<file path="config.mk">
export PLATFORM = sky130hd
export DESIGN_NAME = shuffled_deck_dealer
export DESIGN_NICKNAME = d
export VERILOG_FILES = /design/src/rtl/core/sdd_pkg.sv /design/src/rtl/core/shuffled_deck_dealer.sv /design/src/rtl/core/sdd_ram.sv /design/src/rtl/core/sdd_modu.sv
export SDC_FILE = /design/constraint.sdc
export NUM_CORES = 1
export LEC_CHECK = 0
export BUFFER_PORTS_ARGS = -buffer_cell sky130_fd_sc_hd__buf_2
export CORE_UTILIZATION = 42
export CTS_CLUSTER_DIAMETER = 120
export DETAILED_ROUTE_END_ITERATION = 6
export REMOVE_ABC_BUFFERS = 1
export SKIP_LAST_GASP = 1
export SLEW_MARGIN = 0
export SYNTH_ARGS = -nofsm -noshare
export SYNTH_HDL_FRONTEND = slang
export SYNTH_SLANG_ARGS = --single-unit
</file>
<file path="constraint.sdc">
create_clock -name clk -period 4.8 [get_ports clk]
set_input_delay 0.24 -clock clk [delete_from_list [all_inputs] [get_ports clk]]
set_output_delay 0.24 -clock clk [all_outputs]
set_load 0.05 [all_outputs]
</file>
<file path="src/rtl/core/sdd_pkg.sv">
package sdd_pkg;

  // default deck length and fixed field widths
  localparam int DECK_SIZE_DEF = 64;
  localparam int CARD_W        = 6;
  localparam int SEED_W        = 32;
  localparam int OUT_TDATA_W   = 8;

  // xorshift32 shift amounts
  localparam int XS_A = 13;
  localparam int XS_B = 17;
  localparam int XS_C = 5;

  // operation codes carried on the input tuser
  localparam logic OP_SHUFFLE = 1'b0;
  localparam logic OP_DRAW    = 1'b1;

  // status of the remainder unit
  typedef struct packed {
    logic busy;
    logic done;
  } mod_status_t;

  // one step of the xorshift32 generator
  function automatic logic [SEED_W-1:0] xorshift32(input logic [SEED_W-1:0] s);
    logic [SEED_W-1:0] x;
    x = s;
    x = x ^ (x << XS_A);
    x = x ^ (x >> XS_B);
    x = x ^ (x << XS_C);
    return x;
  endfunction

endpackage

</file>
<file path="src/rtl/core/shuffled_deck_dealer.sv">
// shuffled deck dealer
// Keeps a permutation of 0..DECK_SIZE-1 and a draw position.
// Input channel (in_*): in_tuser[0] is the opcode (shuffle or draw), in_tdata
// is the 32-bit seed of a shuffle (zero is taken as one; ignored on a draw).
// Output channel (out_*): one transaction per input transaction; out_tdata
// carries the drawn card, out_tuser[0] is set on the result of a shuffle.
// A draw reads its card through the registered RAM read port into the output register.
// A shuffle first writes the identity order, then does one
// Fisher-Yates swap per entry from the top down; each swap steps through
// the bit-serial remainder unit (for j = rand mod (i+1)) and then the
// read/read/write/write sequence on the deck RAM (one write, one read port).
// One item is worked on at a time; in_tready is low meanwhile.
// Reset clears the draw position and the control state; deck contents are
// undefined until the first shuffle. When the receiver stalls, the result
// waits in the output register and the block finishes the next item up to
// its result, then holds there.
module shuffled_deck_dealer #(
  parameter int DECK_SIZE = sdd_pkg::DECK_SIZE_DEF
) (
  input  logic                           clk,
  input  logic                           rst_n,
  input  logic                           in_tvalid,
  output logic                           in_tready,
  input  logic [sdd_pkg::SEED_W-1:0]     in_tdata,   // [31:0] seed
  input  logic [0:0]                     in_tuser,   // [0] opcode
  output logic                           out_tvalid,
  input  logic                           out_tready,
  output logic [sdd_pkg::OUT_TDATA_W-1:0] out_tdata, // [5:0] card, [7:6] zero
  output logic [0:0]                     out_tuser   // [0] shuffle_done
);

  localparam int IW = $clog2(DECK_SIZE);
  localparam int DW = $clog2(DECK_SIZE + 1);
  localparam int CW = sdd_pkg::CARD_W;

  typedef enum logic [3:0] {
    S_IDLE, S_FILL, S_GEN, S_MOD, S_RD_I, S_RD_J, S_WR_I, S_WR_J, S_DRAW, S_DONE
  } state_t;

  state_t                     state_r, state_nxt;
  logic [sdd_pkg::SEED_W-1:0] st_r, st_nxt;
  logic [IW-1:0]              pos_r, pos_nxt;
  logic [IW-1:0]              cnt_r, cnt_nxt;
  logic [IW-1:0]              i_r, i_nxt;
  logic [IW-1:0]              j_r, j_nxt;
  logic [IW-1:0]              tmp_r, tmp_nxt;
  logic                       out_valid_r, out_valid_nxt;
  logic [CW-1:0]              card_r, card_nxt;
  logic                       done_r, done_nxt;

  logic                       ram_we;
  logic [IW-1:0]              ram_waddr;
  logic [IW-1:0]              ram_wdata;
  logic [IW-1:0]              ram_raddr;
  logic [IW-1:0]              ram_rdata;
  logic [CW+IW-1:0]           card_ext;

  logic                       mod_start;
  logic [sdd_pkg::SEED_W-1:0] mod_dividend;
  logic [DW-1:0]              mod_divisor;
  logic [DW-1:0]              mod_rem;
  sdd_pkg::mod_status_t       mod_stat;

  logic                       in_acc;
  logic                       out_free;

  sdd_ram #(
    .WIDTH (IW),
    .DEPTH (DECK_SIZE)
  ) u_deck (
    .clk   (clk),
    .we    (ram_we),
    .waddr (ram_waddr),
    .wdata (ram_wdata),
    .raddr (ram_raddr),
    .rdata (ram_rdata)
  );

  sdd_modu #(
    .DW (DW)
  ) u_modu (
    .clk       (clk),
    .rst_n     (rst_n),
    .start     (mod_start),
    .dividend  (mod_dividend),
    .divisor   (mod_divisor),
    .remainder (mod_rem),
    .status    (mod_stat)
  );

  assign in_tready = (state_r == S_IDLE);
  assign in_acc    = in_tvalid && in_tready;
  assign out_free  = !out_valid_r || out_tready;
  assign card_ext  = {{CW{1'b0}}, ram_rdata};

  // sequencer
  always_comb begin
    state_nxt     = state_r;
    st_nxt        = st_r;
    pos_nxt       = pos_r;
    cnt_nxt       = cnt_r;
    i_nxt         = i_r;
    j_nxt         = j_r;
    tmp_nxt       = tmp_r;
    out_valid_nxt = out_valid_r;
    card_nxt      = card_r;
    done_nxt      = done_r;
    ram_we        = 1'b0;
    ram_waddr     = cnt_r;
    ram_wdata     = cnt_r;
    ram_raddr     = pos_r;
    mod_start     = 1'b0;
    mod_dividend  = sdd_pkg::xorshift32(st_r);
    mod_divisor   = DW'(i_r) + DW'(1);

    if (out_valid_r && out_tready) begin
      out_valid_nxt = 1'b0;
    end

    case (state_r)
      S_IDLE: begin
        if (in_acc) begin
          if (in_tuser[0] == sdd_pkg::OP_SHUFFLE) begin
            st_nxt    = (in_tdata != '0) ? in_tdata : sdd_pkg::SEED_W'(1);
            cnt_nxt   = '0;
            state_nxt = S_FILL;
          end else begin
            state_nxt = S_DRAW;
          end
        end
      end
      S_FILL: begin
        ram_we  = 1'b1;
        cnt_nxt = cnt_r + IW'(1);
        if (cnt_r == IW'(DECK_SIZE - 1)) begin
          i_nxt     = IW'(DECK_SIZE - 1);
          state_nxt = S_GEN;
        end
      end
      S_GEN: begin
        st_nxt    = mod_dividend;
        mod_start = 1'b1;
        state_nxt = S_MOD;
      end
      S_MOD: begin
        if (mod_stat.done) begin
          j_nxt     = IW'(mod_rem);
          state_nxt = S_RD_I;
        end
      end
      S_RD_I: begin
        ram_raddr = i_r;
        state_nxt = S_RD_J;
      end
      S_RD_J: begin
        ram_raddr = j_r;
        tmp_nxt   = ram_rdata;
        state_nxt = S_WR_I;
      end
      S_WR_I: begin
        ram_we    = 1'b1;
        ram_waddr = i_r;
        ram_wdata = ram_rdata;
        state_nxt = S_WR_J;
      end
      S_WR_J: begin
        ram_we    = 1'b1;
        ram_waddr = j_r;
        ram_wdata = tmp_r;
        if (i_r == IW'(1)) begin
          state_nxt = S_DONE;
        end else begin
          i_nxt     = i_r - IW'(1);
          state_nxt = S_GEN;
        end
      end
      S_DRAW: begin
        if (out_free) begin
          out_valid_nxt = 1'b1;
          card_nxt      = card_ext[CW-1:0];
          done_nxt      = 1'b0;
          pos_nxt       = (pos_r == IW'(DECK_SIZE - 1)) ? '0 : pos_r + IW'(1);
          state_nxt     = S_IDLE;
        end
      end
      S_DONE: begin
        if (out_free) begin
          out_valid_nxt = 1'b1;
          card_nxt      = '0;
          done_nxt      = 1'b1;
          pos_nxt       = '0;
          state_nxt     = S_IDLE;
        end
      end
      default: begin
        state_nxt = S_IDLE;
      end
    endcase
  end

  // state and registered outputs
  always_ff @(posedge clk) begin
    if (!rst_n) begin
      state_r     <= S_IDLE;
      pos_r       <= '0;
      out_valid_r <= 1'b0;
    end else begin
      state_r     <= state_nxt;
      pos_r       <= pos_nxt;
      out_valid_r <= out_valid_nxt;
    end
    st_r   <= st_nxt;
    cnt_r  <= cnt_nxt;
    i_r    <= i_nxt;
    j_r    <= j_nxt;
    tmp_r  <= tmp_nxt;
    card_r <= card_nxt;
    done_r <= done_nxt;
  end

  assign out_tvalid   = out_valid_r;
  assign out_tdata    = sdd_pkg::OUT_TDATA_W'(card_r);
  assign out_tuser[0] = done_r;

endmodule

</file>
<file path="src/rtl/core/sdd_ram.sv">
module sdd_ram #(
  parameter int WIDTH = 6,
  parameter int DEPTH = 64
) (
  input  logic                     clk,
  input  logic                     we,
  input  logic [$clog2(DEPTH)-1:0] waddr,
  input  logic [WIDTH-1:0]         wdata,
  input  logic [$clog2(DEPTH)-1:0] raddr,
  output logic [WIDTH-1:0]         rdata
);

  logic [WIDTH-1:0] mem [DEPTH];

  // one write port, registered read port
  always_ff @(posedge clk) begin
    if (we) begin
      mem[waddr] <= wdata;
    end
    rdata <= mem[raddr];
  end

endmodule

</file>
<file path="src/rtl/core/sdd_modu.sv">
module sdd_modu #(
  parameter int DW = 7
) (
  input  logic                      clk,
  input  logic                      rst_n,
  input  logic                      start,
  input  logic [sdd_pkg::SEED_W-1:0] dividend,
  input  logic [DW-1:0]             divisor,
  output logic [DW-1:0]             remainder,
  output sdd_pkg::mod_status_t      status
);

  localparam int CW = $clog2(sdd_pkg::SEED_W);

  logic [sdd_pkg::SEED_W-1:0] x_r, x_nxt;
  logic [DW-1:0]              d_r;
  logic [DW-1:0]              r_r, r_nxt;
  logic [CW-1:0]              cnt_r;
  logic                       busy_r;
  logic                       done_r;
  logic [DW:0]                shifted;

  // restoring remainder, one dividend bit per cycle while busy
  always_comb begin
    shifted = {r_r, x_r[sdd_pkg::SEED_W-1]};
    if (shifted >= {1'b0, d_r}) begin
      r_nxt = DW'(shifted - {1'b0, d_r});
    end else begin
      r_nxt = DW'(shifted);
    end
    x_nxt = {x_r[sdd_pkg::SEED_W-2:0], 1'b0};
  end

  // control
  always_ff @(posedge clk) begin
    if (!rst_n) begin
      busy_r <= 1'b0;
      done_r <= 1'b0;
      cnt_r  <= '0;
    end else begin
      done_r <= 1'b0;
      if (start) begin
        busy_r <= 1'b1;
        cnt_r  <= '0;
      end else if (busy_r) begin
        cnt_r <= cnt_r + CW'(1);
        if (cnt_r == CW'(sdd_pkg::SEED_W - 1)) begin
          busy_r <= 1'b0;
          done_r <= 1'b1;
        end
      end
    end
  end

  // datapath
  always_ff @(posedge clk) begin
    if (start) begin
      x_r <= dividend;
      d_r <= divisor;
      r_r <= '0;
    end else if (busy_r) begin
      x_r <= x_nxt;
      r_r <= r_nxt;
    end
  end

  assign remainder   = r_r;
  assign status.busy = busy_r;
  assign status.done = done_r;

endmodule

</file>
# Yosys cells after proc, flatten, opt, wreduce, memory -nomap -nowiden
# Memory sizes are Yosys's and may differ from the RTL's. A register that Yosys moved wholly into a read port is not among the register bits.
# Cells that the tools add are included.
dict set report totals {
  inputBits 37
  reg_bits 127
  ramBits 384
  mem_count 1
}
# memory depth word_bits rd rd_clocked_by_memory_dff write_ports line_no
set memory_table {}
lappend memory_table {u_deck.mem 64 6 1 1 1 sdd_ram.sv:13} ;# logic [WIDTH-1:0] mem [DEPTH];
dict set report classes {
  reduce_logical 21
  muxes 43
  n_addsub 6
  eq_ne 21
  bitwise 5
  order_cmp 1
}
# op count
set ops {}
lappend ops {{32-bit 2-to-1 mux} 5}
lappend ops {{6-bit case mux with 2 select lines} 7}
lappend ops {{32-bit case mux with 2 select lines} 1}
lappend ops {{32-bit bitwise XOR} 2}
lappend ops {{6-bit 2-to-1 mux} 8}
lappend ops {{4-bit case mux with 9 select lines} 1}
lappend ops {{32-bit nonzero test} 1}
lappend ops {{32-bit by 15-bit bitwise XOR with 32-bit output} 1}
lappend ops {{4-bit 2-to-1 mux} 6}
lappend ops {{4-bit by 3-bit == test with 1-bit output (second input constant)} 4}
lappend ops {{1-bit 2-to-1 mux} 13}
lappend ops {{6-bit by 1-bit adder with 6-bit output (second input constant)} 2}
lappend ops {{6-bit == test (second input constant)} 2}
lappend ops {{3-bit AND reduction} 4}
lappend ops {{2-bit != test (second input constant)} 5}
lappend ops {{2-bit nonzero test} 5}
lappend ops {{4-bit by 2-bit == test with 1-bit output (second input constant)} 2}
lappend ops {{4-bit == test (second input constant)} 2}
lappend ops {{8-bit by 7-bit >= comparator with 1-bit output} 1}
lappend ops {{6-bit by 1-bit adder with 7-bit output (second input constant)} 1}
lappend ops {{7-bit 2-to-1 mux} 1}
lappend ops {{7-bit subtractor} 1}
lappend ops {{6-bit by 1-bit == test with 1-bit output (second input constant)} 1}
lappend ops {{2-bit by 1-bit != test with 1-bit output (second input constant)} 3}
lappend ops {{other kinds (14)} 18}

# Logic depth before layout (Yosys ltp)
dict set report logic_depth {
  ltp_word 5
  ltp_mapped 12
}

# Cells and area by module
# A second synthesis with hierarchy kept.
dict set report hier_totals {
  cells_unflattened 1339
  hier_area_um2 22203.8
}
# mod area_each_um2 instances cells_per_inst
set by_module_without_submodules {}
lappend by_module_without_submodules {sdd_ram 15225.9 1 720}
lappend by_module_without_submodules {shuffled_deck_dealer 4369.2 1 414}
lappend by_module_without_submodules {sdd_modu 2608.8 1 205}

# Worst setup path after synthesis
# No wires, ideal clock.
dict set report synth_timing {
  path_kind {reg-to-reg}
  startpoint {register state_r[2]}
  endpoint {register st_r[0] (netlist bit), enable pin}
  path_slack_ns 0.249
  setup_ns 0.432
  arrival_ns 4.119
  path_buffers 1
  stages_incl_launch_ff 5
  cell_sequence {dfxtp_1 -> buf_1 -> nor4_1 -> nand2b_1 -> a21oi_1}
}
dict set report synth_via {
  elab_chain_cells 4
  elab_cells_between_ends 7
}
# element line_no
set synth_lines {}
lappend synth_lines {{start: declaration} shuffled_deck_dealer.sv:40} ;# state_t state_r, state_nxt;
lappend synth_lines {{start signal: assignment} shuffled_deck_dealer.sv:208} ;# state_r <= state_nxt;
lappend synth_lines {{4-bit zero test (*)} shuffled_deck_dealer.sv:91} ;# assign in_tready = (state_r == S_IDLE);
lappend synth_lines {{named net in_tready} shuffled_deck_dealer.sv:23} ;# output logic in_tready,
lappend synth_lines {{1-bit logical AND} shuffled_deck_dealer.sv:92} ;# assign in_acc = in_tvalid && in_tready;
lappend synth_lines {{2-bit by 1-bit != test with 1-bit output (no line)} -}
lappend synth_lines {{3-bit AND reduction (no line) (*)} -}
lappend synth_lines {{end signal: assignment} shuffled_deck_dealer.sv:212} ;# st_r <= st_nxt;
lappend synth_lines {{end: declaration} shuffled_deck_dealer.sv:41} ;# logic [sdd_pkg::SEED_W-1:0] st_r, st_nxt;
# Mark *: on every way through the listed nets, which the timed path passes. The rest lies on a longest branch.
# A chain may end at the register's enable or synchronous reset.

# Worst setup path in the final report
dict set report layout_timing {
  startpoint {register state_r[2]}
  endpoint {register u_deck.rdata[3], read port of u_deck.mem}
}
dict set report layout_via {
  elab_chain_cells 2
  elab_cells_between_ends 3
}
# element line_no
set layout_lines {}
lappend layout_lines {{4-bit by 3-bit == test with 1-bit output} shuffled_deck_dealer.sv:120} ;# case (state_r)
lappend layout_lines {{6-bit case mux with 2 select lines (*)} shuffled_deck_dealer.sv:120}
lappend layout_lines {{end: declaration} sdd_ram.sv:10} ;# output logic [WIDTH-1:0] rdata
# Mark *: on every way between the ends. The rest lies on a longest branch, timed or not.

==> reports/metrics.cfg <==
[floorplan]
core_area_um2=52760
ioPinCount=48
die_x_um=233.3
start_util_pct=42.59
die_area_um2=54440
placementRows=84
die_h_um=233.3

[clock_tree]
clockRootBuffer=clkbuf_16
clk_latency_ps=600
ctsLongestPathBuffers=3
tritoncts=built
cts_setup_buffers=0
path_clk_slew_ps=60
cts.sinks=517
numCtsBuffers=52
h-tree-depth=2

[job]
cap_violations=0

[timing]
fin_crit_sh_pct=82.75
setup_viol=0
worst_pin_slew_ps=1191
tns_ps=0
fmax_mhz=251.8
slew_headroom_pct=18.56
rsz0062_at_grt=no
drv_slew=0
finClkSkew_ps=24.84
period_minus_slack_ps=3972
hold_viol_final=0

[place]
portBuffers=45
placed_cells=2358
finalWeightedCongestion=0.8819
hpwl_mm=38.18

[yosys]
synthFlopType=edfxtp_1
async_reset_ff_share_pct=0
yosysUniqueCellTypes=74
synth.avg_cell_area_um2=13.38
syn-cell-area_um2=22470
netlist_instances=1680
yosysWarnings=0
ys_seq_area_share_pct=67.70
yosys.area.top_type=edfxtp_1
synth-seq-cells=517
yosysTopAreaCellShare_pct=64.94
synth_edf_count=486
synthTopCellsByArea=edfxtp_1 (65%), mux2i_1 (4.5%), nand2_1 (4.0%)
synth_common_cells=edfxtp_1 (486), nand2_1 (239), nor2_1 (160)
post-synth-top-count-cell=edfxtp_1

[run_status]
failed_checks=DRC
status=complete, but fails checks

[grt]
grt_pass1_wl_mm=89.52
grt_use_total_pct=22.15
grt_pass1_vias=14050
antenna_found_initial=0
grt_max_degree=84
gr-total-overflow=0

[layout]
n_fill_cell=4552
multi_input_area_um2=6729
syn2layout_area_growth_pct=13.50
final_cells=2491
finalNetCount=1810
postLayoutCoreUtil_pct=48.34
drive_gt1_share_pct=10.60
seq_area_um2=15210

[critical_path]
start_kind=flip-flop
end_kind=flip-flop
arrival_ps=4470
worstSetupPathType=reg -> reg
worst_ep_required_time_ps=5290
cp_max_fo=20

[pwr]
p_total_uw=11520
ir_drop_v=0.0002647
powerDensity_nw_per_um2=451.8
leakage_uw=0.008683

[detailed_routing]
drtAntennaViolNets=0
num_vias=14430
finalWirelength_mm=59.69
drt_iter0_drc=1477
avgViaCountPerCell=5.794
drcViolationCount=6
drt-pass1-iter-count=7
wire_per_inst_um=23.96

[worst_hold_path]
hp-class=in -> reg

[sequential cells by signal, summed over array words and instances, names as in the netlist, 7 cells and up]
name and cells:
u_deck.mem 384, u_modu.d_r 7, u_modu.x_r 32, u_modu.remainder 7
st_r 32
[logic make-up after synthesis]
kind of cell               Yosys count  synth area share (%)
AOI/OAI and AO/OA                  289                 9.292
and+or+nand+nor                    561                 11.11
DFF                                517                 67.70
muxes                              113                 5.239
other                                1               0.01669
adders and majority gates           15                0.8686
xor gates and xnor gates            74                 2.884
buffers and inverters              110                 2.884
[what timing repair did]
item | in CTS | in global routing
hold endpoints to repair | 35 | 0
resized for setup | 0 | 0
hold buffers | 34 | 0
[cell usage in the layout (no fill, tap or decap), drive strengths merged, types with 26 or more instances in the layout]
cell and instances:
nor2 161, dlygate4sd3 34, o21a 36, dfxtp 31
mux2i 103, nand3 58, xnor2 45, a21oi 57
edfxtp 486, clkbuf 71, o21ai 26, xor2 29
buf 76, nand2 240
[report_power, final]
group / total (µW) / leakage, µW / internal (µW) / switching [µW]
Sequential: 5510 / 0.00468 / 5350 / 158
Clock: 4210 / 0.000858 / 2480 / 1730
Combinational: 1810 / 0.00315 / 603 / 1210
[area by class of cell]
| cell class | count | share of cell area (%) |
|---|---|---|
| clock buffer | 71 | 5.788 |
| antenna | 1 | 0.009811 |
| tap | 688 | 3.375 |
| clock inverter | 27 | 1.182 |
| inverter | 23 | 0.3385 |
| multi-input combinational | 1054 | 26.38 |
| sequential | 517 | 59.65 |
| timing repair buffer | 110 | 3.277 |
[per-stage QoR]
stage                     area (µm²)  hold slack [ps]  setup slack (ps)
after floorplan                21910            353.8             -5186
after global placement         23390            475.2              1023
after detailed placement       23390            486.8             979.5
after CTS                      25500            104.5             959.8
after global routing           25500            129.1             638.4
final                          25510            140.8             828.2
[worst paths after layout]
| kind | cells after the start | slack (ps) | to | start |
|---|---|---|---|---|
| worst max-delay path | 8 | 830 | u_deck.rdata[3] | state_r[2] |
| worst min-delay path | 4 | 140 | state_r[3] | in_tuser |
| worst max register to register | 8 | 830 | u_deck.rdata[3] | state_r[2] |
| worst min register to register | 2 | 500 | u_modu.remainder[6] | u_modu.remainder[6] |
[per-layer routing]
layer	part of all wire, %	up-vias	global-route usage [%]	wire length [µm]
li1	-	6464	-	-
met3	7.8	114	4.797	4680
met2	45	624	34.58	27070
met1	44	7232	30.98	26350
met5	0	-	0	0
met4	2.7	0	6.454	1588
[critical path: stages (launching register included)]
cell and delay [ps]:
dfxtp_1 560, nor3b_4 670, buf_4 350, nand2_1 160, o21ai_2 450, nor2_1 410, a221oi_1 710, o32ai_1 300
a311oi_2 250
No activity file was read; power rests on OpenSTA's default activity.
